===== src/rtl/dtp_pkg.sv =====
// ----------------------------------------------------------------------------
// dtp_pkg
// Shared types, character codes and per-slot field tables for the
// datetime string parser.
// ----------------------------------------------------------------------------
package dtp_pkg;

	// separator must sit below this offset from the field start
	localparam int unsigned SepWindow  = 10;
	localparam int unsigned NumSlots   = 6;
	localparam logic [2:0]  FieldsFull = 3'd6;
	localparam logic [2:0]  FieldsTime = 3'd3;
	localparam logic [2:0]  BaseFull   = 3'd0;
	localparam logic [2:0]  BaseTime   = 3'd3;
	localparam logic [2:0]  SlotYear   = 3'd0;
	localparam logic [15:0] YearOffset = 16'd2000;
	localparam logic [15:0] TimeLimit  = 16'd100;
	localparam logic [15:0] AccMax     = 16'hFFFF;
	localparam logic [3:0]  CountMax   = 4'd15;

	// format modes
	localparam logic MODE_DATETIME = 1'b0;
	localparam logic MODE_TIME     = 1'b1;

	// character codes
	localparam logic [7:0] ChSpace = 8'h20;
	localparam logic [7:0] ChDash  = 8'h2D;
	localparam logic [7:0] ChT     = 8'h54;
	localparam logic [7:0] ChColon = 8'h3A;
	localparam logic [7:0] ChZero  = 8'h30;
	localparam logic [7:0] ChNine  = 8'h39;
	localparam logic [7:0] ChNone  = 8'h00;

	typedef enum logic [1:0] {
		PH_SPACE  = 2'd0,
		PH_DIGITS = 2'd1,
		PH_SEEK   = 2'd2
	} phase_t;

	typedef struct packed {
		logic [7:0] char_code;
		logic       is_last;
	} item_t;

	typedef struct packed {
		logic       status;
		logic [6:0] year;
		logic [3:0] month;
		logic [4:0] day;
		logic [6:0] hours;
		logic [6:0] minutes;
		logic [6:0] seconds;
	} result_t;

	// separator that closes each slot
	function automatic logic [7:0] sep_of_slot(input logic [2:0] slot);
		logic [7:0] s;
		unique case (slot)
			3'd0, 3'd1: s = ChDash;
			3'd2:       s = ChT;
			3'd3, 3'd4: s = ChColon;
			default:    s = ChNone;
		endcase
		return s;
	endfunction

	// lower range bound per slot in datetime mode
	function automatic logic [15:0] lo_of_slot(input logic [2:0] slot);
		logic [15:0] v;
		unique case (slot)
			3'd1, 3'd2: v = 16'd1;
			default:    v = 16'd0;
		endcase
		return v;
	endfunction

	// upper range bound per slot in datetime mode
	function automatic logic [15:0] hi_of_slot(input logic [2:0] slot);
		logic [15:0] v;
		unique case (slot)
			3'd0:       v = 16'd99;
			3'd1:       v = 16'd12;
			3'd2:       v = 16'd31;
			3'd3:       v = 16'd23;
			default:    v = 16'd59;
		endcase
		return v;
	endfunction

endpackage


===== src/rtl/datetime_string_parser_unit.sv =====
// ----------------------------------------------------------------------------
// datetime_string_parser_unit
// Streaming parser for "YY-MM-DDTHH:mm:ss" and "HH:mm:ss" text.
// ----------------------------------------------------------------------------
// Takes ASCII characters and gives one result per string, on the character
// marked is_last. Each accepted character is registered, then the parse state
// is updated, so the sustained rate is one character per clock while in_ready
// is high. The result is registered once the last character leaves the input
// register. in_ready drops only when a last character is waiting while the
// output register still holds an untaken result. format_mode (0 datetime, 1
// time only) is written through the configuration channel, which is always
// ready; write it only between strings.
// ----------------------------------------------------------------------------
module datetime_string_parser_unit (
	input  logic       clk,
	input  logic       arst_n,
	input  logic       cfg_valid,
	output logic       cfg_ready,
	input  logic       format_mode,
	input  logic       in_valid,
	output logic       in_ready,
	input  logic [7:0] char_code,
	input  logic       is_last,
	output logic       out_valid,
	input  logic       out_ready,
	output logic       status,
	output logic [6:0] year,
	output logic [3:0] month,
	output logic [4:0] day,
	output logic [6:0] hours,
	output logic [6:0] minutes,
	output logic [6:0] seconds
);

	dtp_pkg::item_t   item;
	dtp_pkg::item_t   item_s1;
	dtp_pkg::result_t result;
	dtp_pkg::result_t result_q;
	logic             valid_s1;
	logic             step;

	assign cfg_ready = 1'b1;
	assign item      = '{char_code: char_code, is_last: is_last};

	// a last character waits only for room in the output register
	assign step = valid_s1 && (!item_s1.is_last || !out_valid || out_ready);

	dtp_input_stage u_input (
		.clk      (clk),
		.arst_n   (arst_n),
		.in_valid (in_valid),
		.in_ready (in_ready),
		.item     (item),
		.consume  (step),
		.valid_s1 (valid_s1),
		.item_s1  (item_s1)
	);

	dtp_parse_core u_core (
		.clk      (clk),
		.arst_n   (arst_n),
		.cfg_we   (cfg_valid && cfg_ready),
		.cfg_data (format_mode),
		.step     (step),
		.item_s1  (item_s1),
		.result   (result)
	);

	dtp_result_reg u_result (
		.clk       (clk),
		.arst_n    (arst_n),
		.load      (step && item_s1.is_last),
		.result    (result),
		.out_valid (out_valid),
		.out_ready (out_ready),
		.result_q  (result_q)
	);

	// output fields
	assign status  = result_q.status;
	assign year    = result_q.year;
	assign month   = result_q.month;
	assign day     = result_q.day;
	assign hours   = result_q.hours;
	assign minutes = result_q.minutes;
	assign seconds = result_q.seconds;

endmodule


===== src/rtl/dtp_input_stage.sv =====
// ----------------------------------------------------------------------------
// dtp_input_stage
// Input register: holds one accepted character until the parse core
// consumes it.
// ----------------------------------------------------------------------------
module dtp_input_stage (
	input  logic          clk,
	input  logic          arst_n,
	input  logic          in_valid,
	output logic          in_ready,
	input  dtp_pkg::item_t item,
	input  logic          consume,
	output logic          valid_s1,
	output dtp_pkg::item_t item_s1
);

	// free slot or slot emptied this cycle
	assign in_ready = !valid_s1 || consume;

	// valid flag
	always_ff @(posedge clk or negedge arst_n) begin
		if (!arst_n) begin
			valid_s1 <= 1'b0;
		end else if (in_ready) begin
			valid_s1 <= in_valid;
		end
	end

	// payload on transfer
	always_ff @(posedge clk) begin
		if (in_valid && in_ready) begin
			item_s1 <= item;
		end
	end

endmodule


===== src/rtl/dtp_parse_core.sv =====
// ----------------------------------------------------------------------------
// dtp_parse_core
// Field parser state and its update for one character,
// plus the result word formed on the final character.
// ----------------------------------------------------------------------------
module dtp_parse_core (
	input  logic             clk,
	input  logic             arst_n,
	input  logic             cfg_we,
	input  logic             cfg_data,
	input  logic             step,
	input  dtp_pkg::item_t   item_s1,
	output dtp_pkg::result_t result
);

	logic                mode_q;
	logic [2:0]          fi_q;
	dtp_pkg::phase_t     phase_q;
	logic [15:0]         acc_q;
	logic [3:0]          cif_q;
	logic                err_q;
	logic [6:0]          store_q [dtp_pkg::NumSlots];

	logic [2:0]          n_fi;
	dtp_pkg::phase_t     n_phase;
	logic [15:0]         n_acc;
	logic [3:0]          n_cif;
	logic                n_err;
	logic [6:0]          n_store [dtp_pkg::NumSlots];

	logic [2:0]          count;
	logic [2:0]          base;
	logic [2:0]          slot;
	logic [2:0]          end_slot;
	logic                digit;
	logic                final_field;
	logic                sep_hit;
	logic [19:0]         prod;
	logic                ok1;
	logic [6:0]          val1;
	logic                ok2;
	logic [6:0]          val2;
	logic [2:0]          fi_end;
	logic                err_end;

	// range check of a closed number
	function automatic logic [7:0] close_check(input logic mode, input logic [2:0] s,
			input logic [15:0] acc);
		logic [15:0] v;
		logic        ok;
		v = acc;
		if (mode == dtp_pkg::MODE_TIME) begin
			ok = v < dtp_pkg::TimeLimit;
		end else begin
			if (s == dtp_pkg::SlotYear && v > dtp_pkg::YearOffset) begin
				v = v - dtp_pkg::YearOffset;
			end
			ok = v >= dtp_pkg::lo_of_slot(s) && v <= dtp_pkg::hi_of_slot(s);
		end
		return {ok, v[6:0]};
	endfunction

	// mode dependent field count and slot base
	assign count = (mode_q == dtp_pkg::MODE_TIME) ? dtp_pkg::FieldsTime : dtp_pkg::FieldsFull;
	assign base  = (mode_q == dtp_pkg::MODE_TIME) ? dtp_pkg::BaseTime : dtp_pkg::BaseFull;
	assign slot  = base + fi_q;

	assign digit       = item_s1.char_code >= dtp_pkg::ChZero &&
	                     item_s1.char_code <= dtp_pkg::ChNine;
	assign final_field = (fi_q + 3'd1) == count;
	assign sep_hit     = item_s1.char_code == dtp_pkg::sep_of_slot(slot) &&
	                     cif_q < 4'(dtp_pkg::SepWindow);
	assign prod        = 20'(acc_q) * 20'd10 + 20'(item_s1.char_code[3:0]);
	assign {ok1, val1} = close_check(mode_q, slot, acc_q);

	// per-character state update
	always_comb begin
		logic advanced;
		advanced = 1'b0;
		n_fi     = fi_q;
		n_phase  = phase_q;
		n_acc    = acc_q;
		n_cif    = cif_q;
		n_err    = err_q;
		n_store  = store_q;
		if (!err_q && fi_q < count) begin
			unique case (phase_q)
				dtp_pkg::PH_SPACE: begin
					if (digit) begin
						n_acc   = 16'(item_s1.char_code[3:0]);
						n_phase = dtp_pkg::PH_DIGITS;
					end else if (item_s1.char_code != dtp_pkg::ChSpace) begin
						n_err = 1'b1;
					end
				end
				dtp_pkg::PH_DIGITS: begin
					if (digit) begin
						n_acc = (prod > 20'(dtp_pkg::AccMax)) ? dtp_pkg::AccMax : prod[15:0];
					end else if (!ok1) begin
						n_err = 1'b1;
					end else begin
						if (slot < 3'(dtp_pkg::NumSlots)) begin
							n_store[slot] = val1;
						end
						if (final_field || sep_hit) begin
							advanced = 1'b1;
						end else begin
							n_phase = dtp_pkg::PH_SEEK;
						end
					end
				end
				default: begin
					if (!final_field && sep_hit) begin
						advanced = 1'b1;
					end
				end
			endcase
			if (advanced) begin
				n_fi    = fi_q + 3'd1;
				n_phase = dtp_pkg::PH_SPACE;
				n_acc   = '0;
				n_cif   = '0;
			end else if (cif_q < dtp_pkg::CountMax) begin
				n_cif = cif_q + 4'd1;
			end
		end
	end

	// closing of the final field on the last character
	assign end_slot    = base + n_fi;
	assign {ok2, val2} = close_check(mode_q, end_slot, n_acc);

	always_comb begin
		logic closing;
		closing = !n_err && (n_fi + 3'd1) == count && n_phase == dtp_pkg::PH_DIGITS;
		fi_end  = n_fi;
		err_end = n_err;
		if (closing) begin
			if (ok2) begin
				fi_end = n_fi + 3'd1;
			end else begin
				err_end = 1'b1;
			end
		end
	end

	// result word: fields only when the whole string parsed
	always_comb begin
		logic [6:0] st [dtp_pkg::NumSlots];
		st = n_store;
		if (!err_end && (n_fi + 3'd1) == count && n_phase == dtp_pkg::PH_DIGITS &&
				end_slot < 3'(dtp_pkg::NumSlots)) begin
			st[end_slot] = val2;
		end
		if (!err_end && fi_end >= count) begin
			result.status  = 1'b0;
			result.year    = st[0];
			result.month   = st[1][3:0];
			result.day     = st[2][4:0];
			result.hours   = st[3];
			result.minutes = st[4];
			result.seconds = st[5];
		end else begin
			result = '0;
			result.status = 1'b1;
		end
	end

	// mode register
	always_ff @(posedge clk or negedge arst_n) begin
		if (!arst_n) begin
			mode_q <= dtp_pkg::MODE_DATETIME;
		end else if (cfg_we) begin
			mode_q <= cfg_data;
		end
	end

	// parse state, cleared at end of string
	always_ff @(posedge clk or negedge arst_n) begin
		if (!arst_n) begin
			fi_q    <= '0;
			phase_q <= dtp_pkg::PH_SPACE;
			acc_q   <= '0;
			cif_q   <= '0;
			err_q   <= 1'b0;
			store_q <= '{default: '0};
		end else if (step) begin
			if (item_s1.is_last) begin
				fi_q    <= '0;
				phase_q <= dtp_pkg::PH_SPACE;
				acc_q   <= '0;
				cif_q   <= '0;
				err_q   <= 1'b0;
				store_q <= '{default: '0};
			end else begin
				fi_q    <= n_fi;
				phase_q <= n_phase;
				acc_q   <= n_acc;
				cif_q   <= n_cif;
				err_q   <= n_err;
				store_q <= n_store;
			end
		end
	end

`ifndef SYNTHESIS
	a_clear_after_last: assert property (@(posedge clk) disable iff (!arst_n)
		step && item_s1.is_last |=> fi_q == '0 && !err_q && acc_q == '0 && cif_q == '0)
		else $error("parse state not cleared after last character");
	a_field_bound: assert property (@(posedge clk) disable iff (!arst_n)
		fi_q <= dtp_pkg::FieldsFull)
		else $error("field index beyond last field");
	a_error_zero: assert property (@(posedge clk) disable iff (!arst_n)
		result.status |-> result.year == '0 && result.month == '0 && result.day == '0 &&
			result.hours == '0 && result.minutes == '0 && result.seconds == '0)
		else $error("error result carries non-zero fields");
`endif

endmodule


===== src/rtl/dtp_result_reg.sv =====
// ----------------------------------------------------------------------------
// dtp_result_reg
// Output register holding one result until its transfer completes.
// ----------------------------------------------------------------------------
module dtp_result_reg (
	input  logic             clk,
	input  logic             arst_n,
	input  logic             load,
	input  dtp_pkg::result_t result,
	output logic             out_valid,
	input  logic             out_ready,
	output dtp_pkg::result_t result_q
);

	logic valid_q;

	assign out_valid = valid_q;

	// valid flag: set on load, dropped after transfer
	always_ff @(posedge clk or negedge arst_n) begin
		if (!arst_n) begin
			valid_q <= 1'b0;
		end else if (load) begin
			valid_q <= 1'b1;
		end else if (out_ready) begin
			valid_q <= 1'b0;
		end
	end

	// payload
	always_ff @(posedge clk) begin
		if (load) begin
			result_q <= result;
		end
	end

endmodule

===== config.mk =====
export PLATFORM = sky130hd
export DESIGN_NAME = datetime_string_parser_unit
export DESIGN_NICKNAME = d
export VERILOG_FILES = /design/src/rtl/dtp_pkg.sv /design/src/rtl/datetime_string_parser_unit.sv /design/src/rtl/dtp_input_stage.sv /design/src/rtl/dtp_parse_core.sv /design/src/rtl/dtp_result_reg.sv
export SDC_FILE = /design/constraint.sdc
export NUM_CORES = 1
export LEC_CHECK = 0
export BUFFER_PORTS_ARGS = -buffer_cell sky130_fd_sc_hd__clkbuf_2
export CAP_MARGIN = 20
export CORE_UTILIZATION = 46
export CTS_CLUSTER_SIZE = 40
export DETAILED_ROUTE_END_ITERATION = 8
export GPL_TIMING_DRIVEN = 0
export MAX_ROUTING_LAYER = met4
export PLACE_DENSITY = 0.61
export SLEW_MARGIN = 10
export SYNTH_ARGS = -nofsm -noshare
export SYNTH_HDL_FRONTEND = slang
export SYNTH_SLANG_ARGS = --single-unit

===== constraint.sdc =====
create_clock -name clk -period 13.1 [get_ports clk]
set_input_delay 0.655 -clock clk [delete_from_list [all_inputs] [get_ports clk]]
set_output_delay 0.655 -clock clk [all_outputs]
set_load 0.1 [all_outputs]

# After elaboration in Yosys (flattened, before gate mapping)
# Index checks and enable logic that the tools add are counted.
[classes]
addsub = 8
multipliers = 1
n_lt_le_gt_ge = 21
eq_ne = 13
muxes = 74
bitwise_logic = 2
reduce_logical = 41
[op_table]
columns = ["op", "n"]
rows = [
  ["$mux W42", 7],
  ["$mux W16", 14],
  ["$bwmux W42", 2],
  ["$pmux W7 S4", 2],
  ["$demux W7 S3", 2],
  ["$mux W38", 1],
  ["$ge A16 B16 Y1", 2],
  ["$gt A16 B11 Y1 const B", 2],
  ["$le A16 B16 Y1", 2],
  ["$lt A16 B7 Y1 const B", 2],
  ["$pmux W16 S2", 1],
  ["$sub A16 B11 Y16 const B", 2],
  ["$mux W7", 4],
  ["$pmux W7 S3", 1],
  ["$add A20 B4 Y20", 1],
  ["$gt A20 B16 Y1 const B", 1],
  ["$logic_and A1 B1 Y1", 19],
  ["$mul A16 B3 Y19 const B", 1],
  ["$mux W1", 19],
  ["$mux W3", 6],
  ["$mux W2", 8],
  ["$mux W4", 4],
  ["$eq A3 B2 Y1 const B", 4],
  ["$eq A8 B7 Y1", 1],
  ["27 further kinds", 52],
]
[word_totals]
ff_bits = 118
input_bits = 15
out_inout_bits = 41
elab_cells = 183

# Longest topological paths before layout
[depth]
ltp_word = 31
ltp_mapped = 51
mapped_depth_nobuf = 49

# Modules after synthesis
# A second synthesis with hierarchy kept.
[hier_totals]
hier_cells = 1013
area_unflattened_um2 = 9196.3
[by_module_without_submodules]
columns = ["mod", "n_inst", "cells_each", "area_each_um2", "seq_area_each_um2"]
rows = [
  ["dtp_parse_core", 1, 953, 7651.1, 1601.5],
  ["dtp_result_reg", 1, 41, 1177.4, 1166.1],
  ["dtp_input_stage", 1, 13, 324.1, 295.3],
  ["datetime_string_parser_unit", 1, 6, 43.8, 0.0],
]

# Worst setup path before layout
# OpenSTA, ideal clock, no wires.
[synth_path]
path_type = "reg2reg"
start = "register u_core.mode_q"
end = "register u_result.result_q[7] (netlist name)"
arrival_time_ns = 9.570
setup_slack_ns = 3.275
stages_incl_launch_ff = 48
n_path_buf = 2
synth_period_minus_slack_ns = 9.825
path_cell_list = "dfrtp_1 > ha_1 > fa_1 > nand2b_1 > nor2_1 > inv_1 > nor2_1 > xnor2_1 > ha_1 > and3_1 > o21ai_0 > a31oi_1 > a221o_1 > nor4_4 > a41oi_4 > nor2_1 > xnor2_1 > ha_1 > [... 12 more ...] > o22ai_1 > o2111a_1 > o211ai_1 > a21oi_1 > o2111ai_1 > a2111oi_4 > o211ai_4 > nor2_2 > o21ai_0 > xor2_1 > ha_1 > nand2b_1 > a31oi_1 > nor2_1 > o31ai_2 > buf_4 > buf_4 > nor2_1"
[synth_via]
elab_chain_cells = 30
[synth_rtl]
columns = ["item", "line_no", "rtl"]
rows = [
  ["start: declaration", "dtp_parse_core.sv:16", "logic mode_q;"],
  ["start signal: assignment", "dtp_parse_core.sv:172", "mode_q <= dtp_pkg::MODE_DATETIME;"],
  ["start signal: assignment", "dtp_parse_core.sv:174", "mode_q <= cfg_data;"],
  ["parallel branches: the longest is 30 deep, another holds $le A16 B16 Y1", "n/a", ""],
]
# Several ways; the timed one is not identified. The select of a mux whose other input is x is not followed.
# A chain may end at the register's enable or synchronous reset.

# Worst setup path after layout
[layout_path]
start = "register u_core.mode_q"
end = "register u_result.result_q[7] (netlist name)"
[layout_via]
elab_chain_cells = 30
[layout_rtl]
columns = ["item"]
rows = [
  ["parallel branches: the longest is 30 deep, another holds $le A16 B16 Y1"],
]
# Several ways; the timed one is not identified. The select of a mux whose other input is x is not followed.

==> impl_results.md <==
- Status: finished clean
- Yosys warning total: 0
- Proportion of layout cells with a drive suffix above 1: between 10% and 20%
- Via count of the first global-routing pass: 7779
- P_int: between 0.7 and 0.8 mW
- Largest cells by area after synthesis: dfrtp_1, edfxtp_1, ha_1
- Fin Clk Skew: around 0.011 ns
- Multi-input logic area: ~5900 µm²
- Total GRT Usage: about 29%
- Worst min path class: input pin to asynchronous set/reset pin
- CP max FO: 12
- Starting DRT DRC Count: approximately 700
- Post-CTS Hold Fix Bufs: 0
- Area share of the largest cell type after synthesis: between 10% and 20%
- Final ANT Viol Nets: 0
- Endpoints failing setup: 0
- Die height: between 100 and 150 µm
- Final setup margin: between 0.7 and 0.8 ns
- Seq/Total Area, Yosys: 33.0%
- Vias/cell: between 6 and 7
- # IOs: 56
- Final WL: between 20000 and 30000 µm
- Sw power: between 0.3 and 0.4 mW
- Area Overhead vs Synth: 13.7%
- Die area: between 20000 and 25000 µm²
- RD Place Congestion: 0.927
- Pwr dens: between 100 and 150 nW/µm²
- DR vias: ~8500
- Synth top cells by count: nor2_1, nand2_1, dfrtp_1, ha_1, o21ai_0
- Largest net degree at the start of global routing: 44
- CP required: 13.27 ns
- Initial Utilization: a little under half
- Die width: about 140 µm
- Root Buffer Master: clkbuf_16
- Area leader, netlist: dfrtp_1
- Max cap viols: 0
- Total CTS buffers: 17
- Combinational Power Share: a little under a quarter
- Hold Fails Final Rpt: 0
- Avg Inst Size Synth: 8.99 µm²
- Slew margin rel.: between 30% and 40%
- Grt ovf: 0
- CP Class: register to register
- First-pass GRT wire length: 43700 µm
- EDFF count, synth: 47
- Main synth FF type: dfrtp_1
- Yosys reg bits: between 100 and 150
- RSZ-0062 raised after global routing: false
- CTS tree: done
- Synthesized net count: 1116
- # H-tree levels: 4
- Fmax: a little over 80 MHz
- Slowest CP cell: dfrtp_1
- Drt wl/cell: just over 20 µm
- Worst setup SP type: register
- Clock network fraction of design power: between 40% and 50%
- CTS max path bufs: 2
- Cell count after synthesis: between 1000 and 1500
- Final routed DRC violation total: 0
- Worst Tran Pin Value: 1.01 ns
- Fill cells: ~1900
- Clock transition at the registers of the reported paths: 0.06 ns
- Number of distinct library cells after synthesis: 96
- CP most frequent cell: nor2_1
- Row cnt: slightly above 50
- Crit path largest cell delay: roughly 0.73 ns
- Leak: 4.34 nW
- Pre-antenna DRT Iters: 5
- Setup_tns: 0 ns
- Minimum clock period: 12.35 ns
- Inserted Diodes: 0
- Nets: 1191
- Pre-CTS setup slack: ~1 ns
- Postcts setup bufs: 0
- Core Area: around 20000 µm²
- VDD IR-drop max: between 100 and 150 µV
- Worst skew pair latency: between 0.4 and 0.5 ns
- Sequential cell area: ~3000 µm²
- # resized after CTS: 0
- I/O Buffers: 54
- Crit. End Element: register
- Async SR Flop Fraction: between 50% and 60%
- Total clock sinks: about 110
- Sequential share of power: between 30% and 40%
- Initial antenna violation count: 0
- Sw Share: between 30% and 40%
- Final period utilization: a little over nine tenths
- Cell Area, Synth: 9290 µm²
- Dpl hpwl: about 21000 µm
- Crit path DAT: 12.52 ns
- Pins Over Slew Limit: 0
- Top-count cell post-synth: nor2_1
==> flip-flops by register name, indices dropped and copies added, names as in the netlist <==
register and flops:
u_result.result_q 38, u_core.acc_q 16, u_input.valid_s1 1, u_result.out_valid 1, u_input.item_s1 9, u_core.err_q 1
u_core.phase_q 2, u_core.cif_q 4, u_core.mode_q 1, u_core.fi_q 3, u_core.store_q 37
==> power by group through the flow <==
stage                     Combinational, mW  Sequential (mW)  Clock [mW]
after floorplan                       0.164            0.436           0
after global placement                0.260            0.405           0
after detailed placement              0.264            0.404           0
after CTS                             0.266            0.398       0.489
after global routing                  0.293            0.399       0.501
final                                 0.268            0.398       0.485
==> stage by stage <==
step                      total power, mW  hold slack [ns]  util (%)  area [µm²]  instances
final                                1.15            0.196      53.7       10600       1386
after global routing                 1.19            0.216      53.7       10600       1386
after CTS                            1.15            0.210      53.7       10600       1386
after detailed placement            0.668            0.471      50.6        9940       1354
after global placement              0.664            0.461      50.3        9890       1352
after floorplan                     0.600            0.359         -        9290       1033
==> worst max-delay path: cells and delay by family, from the launching register on <==
kind            cells  cell delay [ns]
buf+inv             5             1.03
compound gates     21             4.52
fa+ha+maj           7             2.26
flops               1             0.73
simple gates       11             2.53
xor+xnor            4             0.96
==> routing by layer <==
metal | vias to the layer above | share of wire [%] | GRT usage, %
met5 | - | 0 | -
met4 | 0 | 1.6 | 8.17
met3 | 33 | 7.4 | 5.33
met2 | 353 | 42 | 39.8
met1 | 4047 | 49 | 42.4
li1 | 4023 | - | -
==> layout make-up <==
class                   count  share of cell area, %
plain buffers              50                   2.29
clock inverters            11                   1.19
clock buffers              21                   4.67
multi-input cells         840                   55.6
repair buffers             56                   3.03
inverters                  30                   1.07
well taps                 265                   3.14
flip-flops and latches    113                   29.0
==> final timing paths <==
kind	end	start	depth (start not counted)	slack, ns
setup / recovery	u_result.result_q[7]$_SDFFCE_PN0P_	u_core.mode_q$_DFFE_PN0P_	48	0.75
hold / removal	u_core.mode_q$_DFFE_PN0P_	arst_n	1	0.20
setup reg to reg	u_result.result_q[7]$_SDFFCE_PN0P_	u_core.mode_q$_DFFE_PN0P_	48	0.75
hold reg to reg	u_core.store_q[16]$_DFFE_PN0P_	u_core.store_q[16]$_DFFE_PN0P_	2	0.48
max in group asynchronous	u_core.cif_q[2]$_DFFE_PN0P_	arst_n	2	12.32
min in group clk	u_input.item_s1[7]$_DFFE_PP_	char_code[6]	1	0.40
==> kinds of logic after synthesis <==
family	after synthesis	synth area share (%)
mux	42	4.68
other cells	1	0.0404
buf+inv	80	3.81
xor+xnor	47	4.60
fa+ha+maj	68	9.49
simple gates	385	20.9
compound gates	297	23.5
flops	113	33.0
==> placed cells by master, fill, tap and decap left out, types with 17 or more instances in the layout <==
cell | synthesis | final
a211oi_1 | 22 | 22
a21oi_1 | 51 | 51
clkbuf_1 | 32 | 33
clkbuf_16 | 0 | 19
clkbuf_2 | 1 | 54
dfrtp_1 | 66 | 66
edfxtp_1 | 47 | 47
ha_1 | 64 | 64
inv_1 | 29 | 29
mux2i_1 | 34 | 34
nand2_1 | 94 | 94
nand2b_1 | 20 | 20
nand3_1 | 23 | 23
nor2_1 | 104 | 104
nor2b_1 | 17 | 17
nor3_1 | 29 | 29
o21ai_0 | 63 | 63
xnor2_1 | 26 | 26
xor2_1 | 19 | 19
Note: power is estimated with default switching activity, not from simulation.
